### src/rtl/vsrs_pkg.sv
// ----------------------------------------------------------------------------
// Vector store random sampler package
// Widths, constants and shared types of the sampler.
// ----------------------------------------------------------------------------
`default_nettype none

package vsrs_pkg;

    localparam int MAX_VECTORS = 256;
    localparam int MAX_DIM     = 16;

    localparam int POS_W   = $clog2(MAX_VECTORS);
    localparam int IDX_W   = $clog2(MAX_DIM);
    localparam int MEM_AW  = POS_W + IDX_W;
    localparam int MEM_DEPTH = MAX_VECTORS * MAX_DIM;
    localparam int DATA_W  = 32;
    localparam int COUNT_W = 9;
    localparam int DIM_W   = 5;
    localparam int SEED_W  = 31;
    localparam int MULT_W  = 15;
    localparam int MUL_W   = SEED_W + MULT_W;
    localparam int SCALE_W = SEED_W + POS_W;

    localparam int IN_FIELDS_W  = POS_W + IDX_W + DATA_W;
    localparam int IN_TDATA_W   = ((IN_FIELDS_W + 7) / 8) * 8;
    localparam int OUT_FIELDS_W = DATA_W + IDX_W + POS_W;
    localparam int OUT_TDATA_W  = ((OUT_FIELDS_W + 7) / 8) * 8;

    localparam int CFG_AW = 4;
    localparam int APB_W  = 32;

    localparam int QUEUE_DEPTH = 2;
    localparam int QPTR_W = $clog2(QUEUE_DEPTH);
    localparam int QCNT_W = $clog2(QUEUE_DEPTH + 1);

    localparam logic [SEED_W-1:0]  PM_MOD  = 31'h7FFF_FFFF;
    localparam logic [SEED_W-1:0]  PM_XOR  = 31'd123459876;
    localparam logic [MULT_W-1:0]  PM_MULT = 15'd16807;
    localparam logic [SCALE_W-1:0] PM_HALF = SCALE_W'(PM_MOD >> 1);

    localparam logic [COUNT_W-1:0] COUNT_RESET  = 9'd256;
    localparam logic [DIM_W-1:0]   DIM_RESET    = 5'd16;
    localparam logic [DATA_W-1:0]  THRESH_RESET = 32'd0;
    localparam logic [SEED_W-1:0]  SEED_RESET   = 31'd1;

    localparam logic [1:0] REG_COUNT  = 2'd0;
    localparam logic [1:0] REG_DIM    = 2'd1;
    localparam logic [1:0] REG_THRESH = 2'd2;
    localparam logic [1:0] REG_SEED   = 2'd3;

    typedef enum logic [1:0] {
        OP_WRITE = 2'd0,
        OP_READ  = 2'd1,
        OP_RAND  = 2'd2,
        OP_SEEK  = 2'd3
    } t_op;

    typedef enum logic [3:0] {
        ST_IDLE,
        ST_RND_MUL,
        ST_RND_MOD,
        ST_RND_SCALE,
        ST_RND_ADD,
        ST_RND_POS,
        ST_SCAN,
        ST_EMIT_RD,
        ST_EMIT_LD
    } t_state;

    typedef struct packed {
        t_op               op;
        logic [POS_W-1:0]  pos;
        logic [IDX_W-1:0]  idx;
        logic [DATA_W-1:0] value;
    } t_cmd;

    typedef struct packed {
        logic [POS_W-1:0]  cnt_m1;
        logic [IDX_W-1:0]  dim_m1;
        logic [DATA_W-1:0] threshold;
        logic [SEED_W-1:0] seed;
        logic              seed_ld;
    } t_cfg;

endpackage

`default_nettype wire

### src/rtl/vsrs_front.sv
// ----------------------------------------------------------------------------
// Vector store random sampler front end
// Accepts input beats, decodes the action and queues commands.
// ----------------------------------------------------------------------------
`default_nettype none

module vsrs_front
    import vsrs_pkg::*;
(
    input  wire logic                  i_clk,
    input  wire logic                  i_rst_n,
    input  wire logic                  i_s_axis_tvalid,
    output logic                       o_s_axis_tready,
    input  wire logic [IN_TDATA_W-1:0] i_s_axis_tdata,
    input  wire logic [1:0]            i_s_axis_tuser,
    output logic                       o_cmd_vld,
    input  wire logic                  i_cmd_rdy,
    output t_cmd                       o_cmd
);

    t_cmd              r_q [QUEUE_DEPTH];
    logic [QPTR_W-1:0] r_wr_ptr;
    logic [QPTR_W-1:0] r_rd_ptr;
    logic [QCNT_W-1:0] r_cnt;
    t_cmd              n_cmd;
    logic              push;
    logic              pop;

    assign o_s_axis_tready = (r_cnt != QCNT_W'(QUEUE_DEPTH));
    assign o_cmd_vld       = (r_cnt != '0);
    assign o_cmd           = r_q[r_rd_ptr];
    assign push            = i_s_axis_tvalid & o_s_axis_tready;
    assign pop             = o_cmd_vld & i_cmd_rdy;

    always_comb begin
        case (i_s_axis_tuser)
            OP_WRITE: n_cmd.op = OP_WRITE;
            OP_READ:  n_cmd.op = OP_READ;
            OP_RAND:  n_cmd.op = OP_RAND;
            OP_SEEK:  n_cmd.op = OP_SEEK;
            default:  n_cmd.op = OP_READ;
        endcase
        n_cmd.pos   = i_s_axis_tdata[POS_W-1:0];
        n_cmd.idx   = i_s_axis_tdata[POS_W +: IDX_W];
        n_cmd.value = i_s_axis_tdata[POS_W+IDX_W +: DATA_W];
    end

    always_ff @(posedge i_clk) begin
        if (push) begin
            r_q[r_wr_ptr] <= n_cmd;
        end
    end

    always_ff @(posedge i_clk) begin
        if (!i_rst_n) begin
            r_wr_ptr <= '0;
            r_rd_ptr <= '0;
            r_cnt    <= '0;
        end else begin
            if (push) begin
                r_wr_ptr <= r_wr_ptr + 1'b1;
            end
            if (pop) begin
                r_rd_ptr <= r_rd_ptr + 1'b1;
            end
            if (push && !pop) begin
                r_cnt <= r_cnt + 1'b1;
            end else if (pop && !push) begin
                r_cnt <= r_cnt - 1'b1;
            end
        end
    end

endmodule

`default_nettype wire

### config.mk
export PLATFORM = sky130hd
export DESIGN_NAME = vsrs_front
export DESIGN_NICKNAME = d
export VERILOG_FILES = /design/src/rtl/vsrs_pkg.sv /design/src/rtl/vsrs_front.sv
export SDC_FILE = /design/constraint.sdc
export NUM_CORES = 1
export LEC_CHECK = 0
export ABC_CLOCK_PERIOD_IN_PS = 2100
export BUFFER_PORTS_ARGS = -buffer_cell sky130_fd_sc_hd__buf_2
export CORE_AREA = 2 2 94 96
export DETAILED_ROUTE_END_ITERATION = 8
export DIE_AREA = 0 0 96 98
export PLACE_DENSITY = 0.71
export SLEW_MARGIN = 20
export SYNTH_ARGS = -nofsm -noshare
export SYNTH_HDL_FRONTEND = slang
export SYNTH_SLANG_ARGS = --single-unit
### constraint.sdc
create_clock -name i_clk -period 2.1 [get_ports i_clk]
set_input_delay 0.42 -clock i_clk [delete_from_list [all_inputs] [get_ports i_clk]]
set_output_delay 0.42 -clock i_clk [all_outputs]
set_load 0.01 [all_outputs]
==> run summary <==
Worst-Margin Slew: 0.441 ns
Endpoints failing hold: 0
# Post-CTS Setup Buffers: 0
Critical-path cell list: buf_4, mux2_2, buf_2
DR DRC count: 0
Commonest non-fill, non-tap cell in the layout: buf_2
Layout cells sized above 1: 60.1%
Die Span Y: 98 microns
Max Root-Sink Buffers: 2
Critical path's largest stage delay: 0.38 ns
Routed Antenna Nets: 0
Worst setup SP type: flop
Place WS: 0.490 ns
Routed via count: 1844
Area growth, synth to finish: 22.4%
Hold path start: i_s_axis_tdata[38]
Worst vdd ir: 0.568 mV
Fin Setup TNS: 0 ns
Post-cts sizing count: 0
Final GP Congestion: 0.667
Critical path class: flop to output pin
Wire per inst: 14.9 microns
Vias in the first global route: 1836
CTS Root Cell: clkbuf_8
Final setup fails: 0
CTS Sinks: 97
Die extent in x: 96 microns
CP Max Fanout: 26
H-tree depth: 3
Global route overflow: 0
Core area: 8470 sq um
Most frequent cells in the layout: 97 x buf_2, 92 x edfxtp_1, 46 x mux2_2, 9 x clkbuf_8, 6 x buf_4
Die ar.: 9410 sq um
Worst reg2reg path startpoint: r_cnt[0]
Clk pin slew, worst setup/hold paths: 0.09 ns
Sequential-to-total area share from yosys stat: 80.3%
DP Wirelength: 3820 microns
Clk_lat worst skew: 0.35 ns
Max Cap Violations: 0
Clock buffer count from CTS: 9
Syn nets: 224
Setup WS post-layout: 0.137 ns
Initial Util: 42.1%
WP buf/inv: 2
Power density of the placed cells: 1110 nW/um^2
Max Clk Rate: 509 MHz
First-pass GRT wire length: 8710 microns
CP max stage cell: mux2_2
Tmin final: 1.96 ns
Final period utilization: 93.5%
Critical Path AT: 1.54 ns
Via-per-instance ratio: 4.74
Post-Synthesis Cells: 169
Hold-fix buffers at CTS: 0
Row count: 34
Worst hold path class: primary input to flop
Initial antenna violation count: 0
Top delay family on crit path: buffers and inverters
Inst Count DP: 373
Initial DRC count: 54
Finished Layout Cells: 389
Layout Nets: 331
PortBufs: 97
Largest net degree at the start of global routing: 33
GRT Util Overall: 12.6%
Antenna cell count: 0
Yosys warnings: 0
Status: complete, no violations
Crit path capture type: output pin
CTS tree: built
Drt pass-1 iters: 4
P_leak: 1.63 nW
Fin util: 51.5%
Overall Power: 4.83 mW
Yosys cell types: 21
Max-slew headroom: 70.6%
RSZ-0062 raised after global routing: false
Final wirelength: 5810 microns
Synthesized cell area: 3570 sq um
Number of synthesized register bits: 97
Pins Over Slew Limit: 0
Syn avg cell area: 21.1 sq um
Top-Level Pins: 102
Critical path required time: 1.68 ns
Final clock skew: 0.0112 ns
-- worst paths after layout --
kind                                   end  slack (ns)  cells after the start
worst max-delay path             o_cmd[39]        0.14                      3
worst min-delay path            r_q[0][26]        0.25                      1
worst max register to register    r_cnt[1]        0.51                      5
worst min register to register    r_cnt[1]        0.58                      2
-- registers in the layout, indices dropped and copies added (netlist names), named ones only --
signal	flops
r_cnt	2
r_wr_ptr	1
r_q	92
r_rd_ptr	1
-- area by class of cell --
class	count	area, sq um
Timing Repair Buffer	103	531
Multi-Input combinational cell	64	658
Clock buffer	10	128
Tap cell	108	135
Fill cell	727	4100
Clock inverter	6	43.8
Inverter	1	3.75
Sequential cell	97	2860
-- cell families (layout without fill, tap and decap cells) --
kind of cell	Yosys count	after routing	synth area share [%]
mux	46	46	14.5
fa+ha+maj	1	1	0.351
simple gates	9	9	1.82
flops	97	97	80.3
buf+inv	8	120	1.30
compound gates	5	5	0.982
xor+xnor	3	3	0.737
-- routing by layer --
layer	global-route usage (%)	share of wire (%)	vias up
met3	3.55	6.5	9
met4	5.93	1.8	0
li1	-	-	873
met2	21.3	50	61
met5	0	0	-
met1	14.7	42	901
-- power breakdown --
part / switching (mW) / total, mW / internal, mW / leakage [nW]
Sequential: 0.0731 / 2.49 / 2.42 / 0.901
Combinational: 0.660 / 1.29 / 0.634 / 0.642
Clock: 0.614 / 1.05 / 0.435 / 0.0883
-- through the flow --
step	cell area (sq um)	hold slack (ns)
global placement	4190	0.528
CTS	4360	0.227
floorplan	3570	0.512
global route	4360	0.231
detailed placement	4190	0.564
finish	4360	0.249
-- synth_stat cells --
| cell type | n | area (sq um) |
|---|---|---|
| buf_4 | 4 | 30.0 |
| o21ai_1 | 1 | 5.00 |
| a21boi_1 | 1 | 7.51 |
| nand2b_4 | 1 | 13.8 |
| ha_1 | 1 | 12.5 |
| or2_2 | 1 | 6.26 |
| xor2_1 | 1 | 8.76 |
| and2_1 | 4 | 25.0 |
| edfxtp_1 | 92 | 2760 |
| dfxtp_1 | 5 | 100 |
| mux2_2 | 46 | 518 |
| clkbuf_1 | 2 | 7.51 |
| a21boi_0 | 1 | 7.51 |
| inv_1 | 1 | 3.75 |
| nand3b_1 | 1 | 7.51 |
| buf_2 | 1 | 5.00 |
| xnor2_1 | 2 | 17.5 |
| and3_1 | 1 | 6.26 |
| a21bo_2 | 1 | 10.0 |
| o21ai_0 | 1 | 5.00 |
| or3_1 | 1 | 6.26 |
No activity file was read; power rests on OpenSTA's default activity.
