### config.mk
export PLATFORM = sky130hd
export DESIGN_NAME = vsrs_cfg
export DESIGN_NICKNAME = d
export VERILOG_FILES = /design/src/rtl/vsrs_pkg.sv /design/src/rtl/vsrs_cfg.sv
export SDC_FILE = /design/constraint.sdc
export NUM_CORES = 1
export LEC_CHECK = 0
export BUFFER_PORTS_ARGS = -buffer_cell sky130_fd_sc_hd__buf_4
export CORE_UTILIZATION = 36
export CTS_BUF_LIST = sky130_fd_sc_hd__clkbuf_8
export CTS_CLUSTER_DIAMETER = 150
export DETAILED_ROUTE_END_ITERATION = 6
export HOLD_SLACK_MARGIN = 0.1
export PLACE_DENSITY = 0.58
export RECOVER_POWER = 100
export SETUP_SLACK_MARGIN = 0.15
export SLEW_MARGIN = 15
export SYNTH_ARGS = -nofsm -noshare
export SYNTH_HDL_FRONTEND = slang
export SYNTH_SLANG_ARGS = --single-unit
### constraint.sdc
create_clock -name i_clk -period 3.77 [get_ports i_clk]
set_input_delay 0.377 -clock i_clk [delete_from_list [all_inputs] [get_ports i_clk]]
set_output_delay 0.377 -clock i_clk [all_outputs]
set_load 0.005 [all_outputs]
### src/rtl/vsrs_pkg.sv
// ----------------------------------------------------------------------------
// Vector store random sampler package
// Widths, constants and shared types of the sampler.
// ----------------------------------------------------------------------------
`default_nettype none

package vsrs_pkg;

    localparam int MAX_VECTORS = 256;
    localparam int MAX_DIM     = 16;

    localparam int POS_W   = $clog2(MAX_VECTORS);
    localparam int IDX_W   = $clog2(MAX_DIM);
    localparam int MEM_AW  = POS_W + IDX_W;
    localparam int MEM_DEPTH = MAX_VECTORS * MAX_DIM;
    localparam int DATA_W  = 32;
    localparam int COUNT_W = 9;
    localparam int DIM_W   = 5;
    localparam int SEED_W  = 31;
    localparam int MULT_W  = 15;
    localparam int MUL_W   = SEED_W + MULT_W;
    localparam int SCALE_W = SEED_W + POS_W;

    localparam int IN_FIELDS_W  = POS_W + IDX_W + DATA_W;
    localparam int IN_TDATA_W   = ((IN_FIELDS_W + 7) / 8) * 8;
    localparam int OUT_FIELDS_W = DATA_W + IDX_W + POS_W;
    localparam int OUT_TDATA_W  = ((OUT_FIELDS_W + 7) / 8) * 8;

    localparam int CFG_AW = 4;
    localparam int APB_W  = 32;

    localparam int QUEUE_DEPTH = 2;
    localparam int QPTR_W = $clog2(QUEUE_DEPTH);
    localparam int QCNT_W = $clog2(QUEUE_DEPTH + 1);

    localparam logic [SEED_W-1:0]  PM_MOD  = 31'h7FFF_FFFF;
    localparam logic [SEED_W-1:0]  PM_XOR  = 31'd123459876;
    localparam logic [MULT_W-1:0]  PM_MULT = 15'd16807;
    localparam logic [SCALE_W-1:0] PM_HALF = SCALE_W'(PM_MOD >> 1);

    localparam logic [COUNT_W-1:0] COUNT_RESET  = 9'd256;
    localparam logic [DIM_W-1:0]   DIM_RESET    = 5'd16;
    localparam logic [DATA_W-1:0]  THRESH_RESET = 32'd0;
    localparam logic [SEED_W-1:0]  SEED_RESET   = 31'd1;

    localparam logic [1:0] REG_COUNT  = 2'd0;
    localparam logic [1:0] REG_DIM    = 2'd1;
    localparam logic [1:0] REG_THRESH = 2'd2;
    localparam logic [1:0] REG_SEED   = 2'd3;

    typedef enum logic [1:0] {
        OP_WRITE = 2'd0,
        OP_READ  = 2'd1,
        OP_RAND  = 2'd2,
        OP_SEEK  = 2'd3
    } t_op;

    typedef enum logic [3:0] {
        ST_IDLE,
        ST_RND_MUL,
        ST_RND_MOD,
        ST_RND_SCALE,
        ST_RND_ADD,
        ST_RND_POS,
        ST_SCAN,
        ST_EMIT_RD,
        ST_EMIT_LD
    } t_state;

    typedef struct packed {
        t_op               op;
        logic [POS_W-1:0]  pos;
        logic [IDX_W-1:0]  idx;
        logic [DATA_W-1:0] value;
    } t_cmd;

    typedef struct packed {
        logic [POS_W-1:0]  cnt_m1;
        logic [IDX_W-1:0]  dim_m1;
        logic [DATA_W-1:0] threshold;
        logic [SEED_W-1:0] seed;
        logic              seed_ld;
    } t_cfg;

endpackage

`default_nettype wire

### src/rtl/vsrs_cfg.sv
// ----------------------------------------------------------------------------
// Vector store random sampler register file
// APB-style register bank with range clamping of count and dimension.
// ----------------------------------------------------------------------------
`default_nettype none

module vsrs_cfg
    import vsrs_pkg::*;
(
    input  wire logic              i_clk,
    input  wire logic              i_rst_n,
    input  wire logic              psel,
    input  wire logic              penable,
    input  wire logic              pwrite,
    input  wire logic [CFG_AW-1:0] paddr,
    input  wire logic [APB_W-1:0]  pwdata,
    output logic      [APB_W-1:0]  prdata,
    output logic                   pready,
    output t_cfg                   o_cfg
);

    logic [COUNT_W-1:0] r_count;
    logic [DIM_W-1:0]   r_dim;
    logic [DATA_W-1:0]  r_thresh;
    logic [SEED_W-1:0]  r_seed;
    logic               r_seed_ld;
    logic               wr_en;
    logic [1:0]         reg_sel;

    assign pready  = 1'b1;
    assign wr_en   = psel & penable & pwrite & pready;
    assign reg_sel = paddr[CFG_AW-1:2];

    always_ff @(posedge i_clk) begin
        if (!i_rst_n) begin
            r_count   <= COUNT_RESET;
            r_dim     <= DIM_RESET;
            r_thresh  <= THRESH_RESET;
            r_seed    <= SEED_RESET;
            r_seed_ld <= 1'b0;
        end else begin
            r_seed_ld <= 1'b0;
            if (wr_en) begin
                case (reg_sel)
                    REG_COUNT:  r_count  <= pwdata[COUNT_W-1:0];
                    REG_DIM:    r_dim    <= pwdata[DIM_W-1:0];
                    REG_THRESH: r_thresh <= pwdata[DATA_W-1:0];
                    REG_SEED: begin
                        r_seed    <= pwdata[SEED_W-1:0];
                        r_seed_ld <= 1'b1;
                    end
                    default: ;
                endcase
            end
        end
    end

    always_comb begin
        case (reg_sel)
            REG_COUNT:  prdata = APB_W'(r_count);
            REG_DIM:    prdata = APB_W'(r_dim);
            REG_THRESH: prdata = APB_W'(r_thresh);
            REG_SEED:   prdata = APB_W'(r_seed);
            default:    prdata = '0;
        endcase
    end

    always_comb begin
        if (r_count == '0) begin
            o_cfg.cnt_m1 = '0;
        end else if (r_count > COUNT_W'(MAX_VECTORS)) begin
            o_cfg.cnt_m1 = POS_W'(MAX_VECTORS - 1);
        end else begin
            o_cfg.cnt_m1 = POS_W'(r_count - 1'b1);
        end
        if (r_dim == '0) begin
            o_cfg.dim_m1 = '0;
        end else if (r_dim > DIM_W'(MAX_DIM)) begin
            o_cfg.dim_m1 = IDX_W'(MAX_DIM - 1);
        end else begin
            o_cfg.dim_m1 = IDX_W'(r_dim - 1'b1);
        end
        o_cfg.threshold = r_thresh;
        o_cfg.seed      = r_seed;
        o_cfg.seed_ld   = r_seed_ld;
    end

endmodule

`default_nettype wire

==> impl_metrics.ini <==
[job]
drv_cap = 1

[power_and_ir_drop]
pwr-share-comb_pct = 10.7
power.leakage_nw = 2.183
pwr-share-seq_pct = 46.1
swShare_pct = 24.23
cellInternalPower_mw = 1.390
power_mw = 1.835
vdd_drop_max_uv = 210.3
power.share.clock_pct = 43.2
power.density_nw_per_um2 = 332.6
p_sw_mw = 0.4447

[cts]
cts_setup_buffers = 0
clk_latency_ns = 0.34
htree_num_levels = 3
cts_tree = yes
cts_buffer_depth = 2
cts_root_buffer = clkbuf_8
cts_made_buffers = 9
clk_pin_slew_ns = 0.09
cts.sinks = 78
post_cts_resized = 0
cts_hold_buffers = 0

[hold_path]
hold_class = input pin to flop

[floorplanning]
die_w_um = 110.5
core_area_um2 = 11470
die_h_um = 110.5
start_util_pct = 36.94
num_rows = 39
io_pins = 150
dieArea_um2 = 12210

[placement]
hpwl_mm = 7.748
io_buffer_count = 146
gp_congestion = 0.8217

[logic_synthesis]
synth_area_leader_cell = dfxtp_1
synth_common_cells = 78 x dfxtp_1, 69 x nand2_1, 59 x mux2i_1
yosys_warnings = 0
syn_nets = 529
ys_seq_area_share_pct = 36.86
synth_flop_cell = dfxtp_1
synth_top_area_share_pct = 36.86
synth_area_leaders = dfxtp_1 37%, mux2i_1 14%, a21boi_1 6.4%
ys_ff_latch = 78
synth.most_common_cell = dfxtp_1
yosysUniqueCellTypes = 53
synth_edf_count = 0
synth_area_um2 = 4237
ys_async_sr_fraction_pct = 0
syn_inst = 485
avgSynthCellArea_um2 = 8.735

[global_routing]
grt_pass1_wl_mm = 18.95
track_usage_pct = 19.05
grt_max_degree = 112
grt_pass1_vias = 3661
grt_overflow = 0
antenna_found_initial = 0

[critical_path]
path_max_fanout = 7
cp.required_ns = 3.39
path_cells = inv_1 -> ha_1 -> nor4b_1 -> a2111oi_0 -> o32a_1 -> buf_4
endpoint_kind = output port
cp-start-kind = flop
path_buf_inv = 2
critPathMaxStageDelay_ns = 0.90
cp_top_family = simple AND/OR/NAND/NOR gates
critical_path.slowest_cell = nor4b_1
critPathArrivalTime_ns = 2.72
worst-setup-path-type = flop to output port

[sta]
finalCritPeriodShare_pct = 82.12
drv_slew = 33
setup_viol = 0
rsz0062_at_grt = no
worstMarginPinSlew_ns = 2.170
slew_headroom_pct = -44.64
fin_tns_setup_ns = 0
hold_viol = 0
finClkSkew_ns = 0
fin_crit_ns = 3.096
fmax_ghz = 0.3230

[cells_and_area]
drive_above_1_share_pct = 29.14
antennaDiodeCount = 0
final_nets = 643
syn_to_final_growth_pct = 30.24

[run_status]
violations = capacitance limit, slew limit
status = finished, violations left

[drt]
viasPerCell = 5.216
drc = 0
wirelength_mm = 11.84
wire_per_inst_um = 15.84
final_antenna_net_count = 0
first_pass_iters = 4
drtIter0Drc = 180
vias = 3896
sequential cells by signal (all words and copies together), names as in the netlist:
register   flops
r_thresh      32
r_seed_ld      1
r_seed        31
r_dim          5
r_count        9
path summary, 6_finish.rpt:
kind,start,to,slack [ns],depth (start not counted)
setup / recovery,r_count[0]$_SDFFE_PN0P_,o_cfg[71],0.67,6
hold / removal,pwdata[12],r_seed[12]$_SDFFE_PN0P_,0.28,3
setup reg to reg,r_count[8]$_SDFFE_PN1P_,r_count[8]$_SDFFE_PN1P_,2.79,2
hold reg to reg,r_seed[15]$_SDFFE_PN0P_,r_seed[15]$_SDFFE_PN0P_,0.48,2
per-layer routing:
metal	part of all wire [%]	global-route usage [%]	up-vias	wire length [um]
met2	46	30.39	120	5495
met1	47	25.86	1853	5565
met5	0	0	-	0
met4	0.93	5.422	0	110
met3	5.6	4.007	10	665
li1	-	-	1913	-
logic make-up (layout without fill, tap and decap cells):
group / after synthesis / count (layout) / synth area share, %
compound gates: 104 / 104 / 16.24
xor+xnor: 1 / 1 / 0.2068
fa+ha+maj: 5 / 5 / 1.418
buf+inv: 56 / 175 / 6.586
flops: 78 / 78 / 36.86
mux: 69 / 69 / 17.93
other cells: 1 / 1 / 0.08852
simple gates: 171 / 171 / 20.67
power by group through the flow:
stage	Combinational (mW)	Sequential, mW	Clock, mW
after detailed placement	0.204	0.865	0
after global placement	0.201	0.865	0
after floorplan	0.117	0.861	0
after global routing	0.215	0.848	0.839
after CTS	0.205	0.846	0.807
final	0.197	0.845	0.793
cell usage in the layout (no fill, tap or decap), drive strengths merged, types with 2 or more instances in the layout:
| cell type | count |
|---|---|
| inv | 10 |
| or3 | 2 |
| and2 | 2 |
| nor2b | 29 |
| nand3b | 2 |
| dfxtp | 78 |
| nand2 | 70 |
| mux4 | 5 |
| clkbuf | 114 |
| nor3b | 2 |
| a22o | 5 |
| bufinv | 3 |
| mux2 | 5 |
| nand3 | 43 |
| ha | 3 |
| buf | 47 |
| nor4b | 2 |
| o21a | 3 |
| maj3 | 2 |
| mux2i | 59 |
| and3 | 3 |
| a21oi | 2 |
| nor2 | 7 |
| nor3 | 3 |
| a21boi | 41 |
| o21ai | 43 |
worst min-delay path, cell delays in order:
cell	delay, ns
buf_4	0.11
nand2_1	0.05
mux2i_1	0.06
metrics by stage:
| stage | instance area [um2] | utilization (%) | cells | hold WS (ns) | setup WS [ns] |
|---|---|---|---|---|---|
| after global placement | 5304 | 46.25 | 731 | 0.4591 | 1.530 |
| after detailed placement | 5304 | 46.25 | 731 | 0.4638 | 1.523 |
| after floorplan | 4237 | - | 485 | 0.4610 | 1.932 |
| after global routing | 5518 | 48.12 | 747 | 0.2707 | 0.5821 |
| after CTS | 5558 | 48.47 | 747 | 0.2657 | 1.291 |
| final | 5518 | 48.12 | 747 | 0.2790 | 0.6741 |
area by class of cell:
type	count	area (um2)
fill	1134	5949
multi-input combinational	351	2371
sequential	78	1562
timing repair buffer	151	1122
tap	143	178.9
clock buffer	10	137.6
clock inverter	6	116.4
inverter	8	30.03
Power figures use the tool's default switching activity.
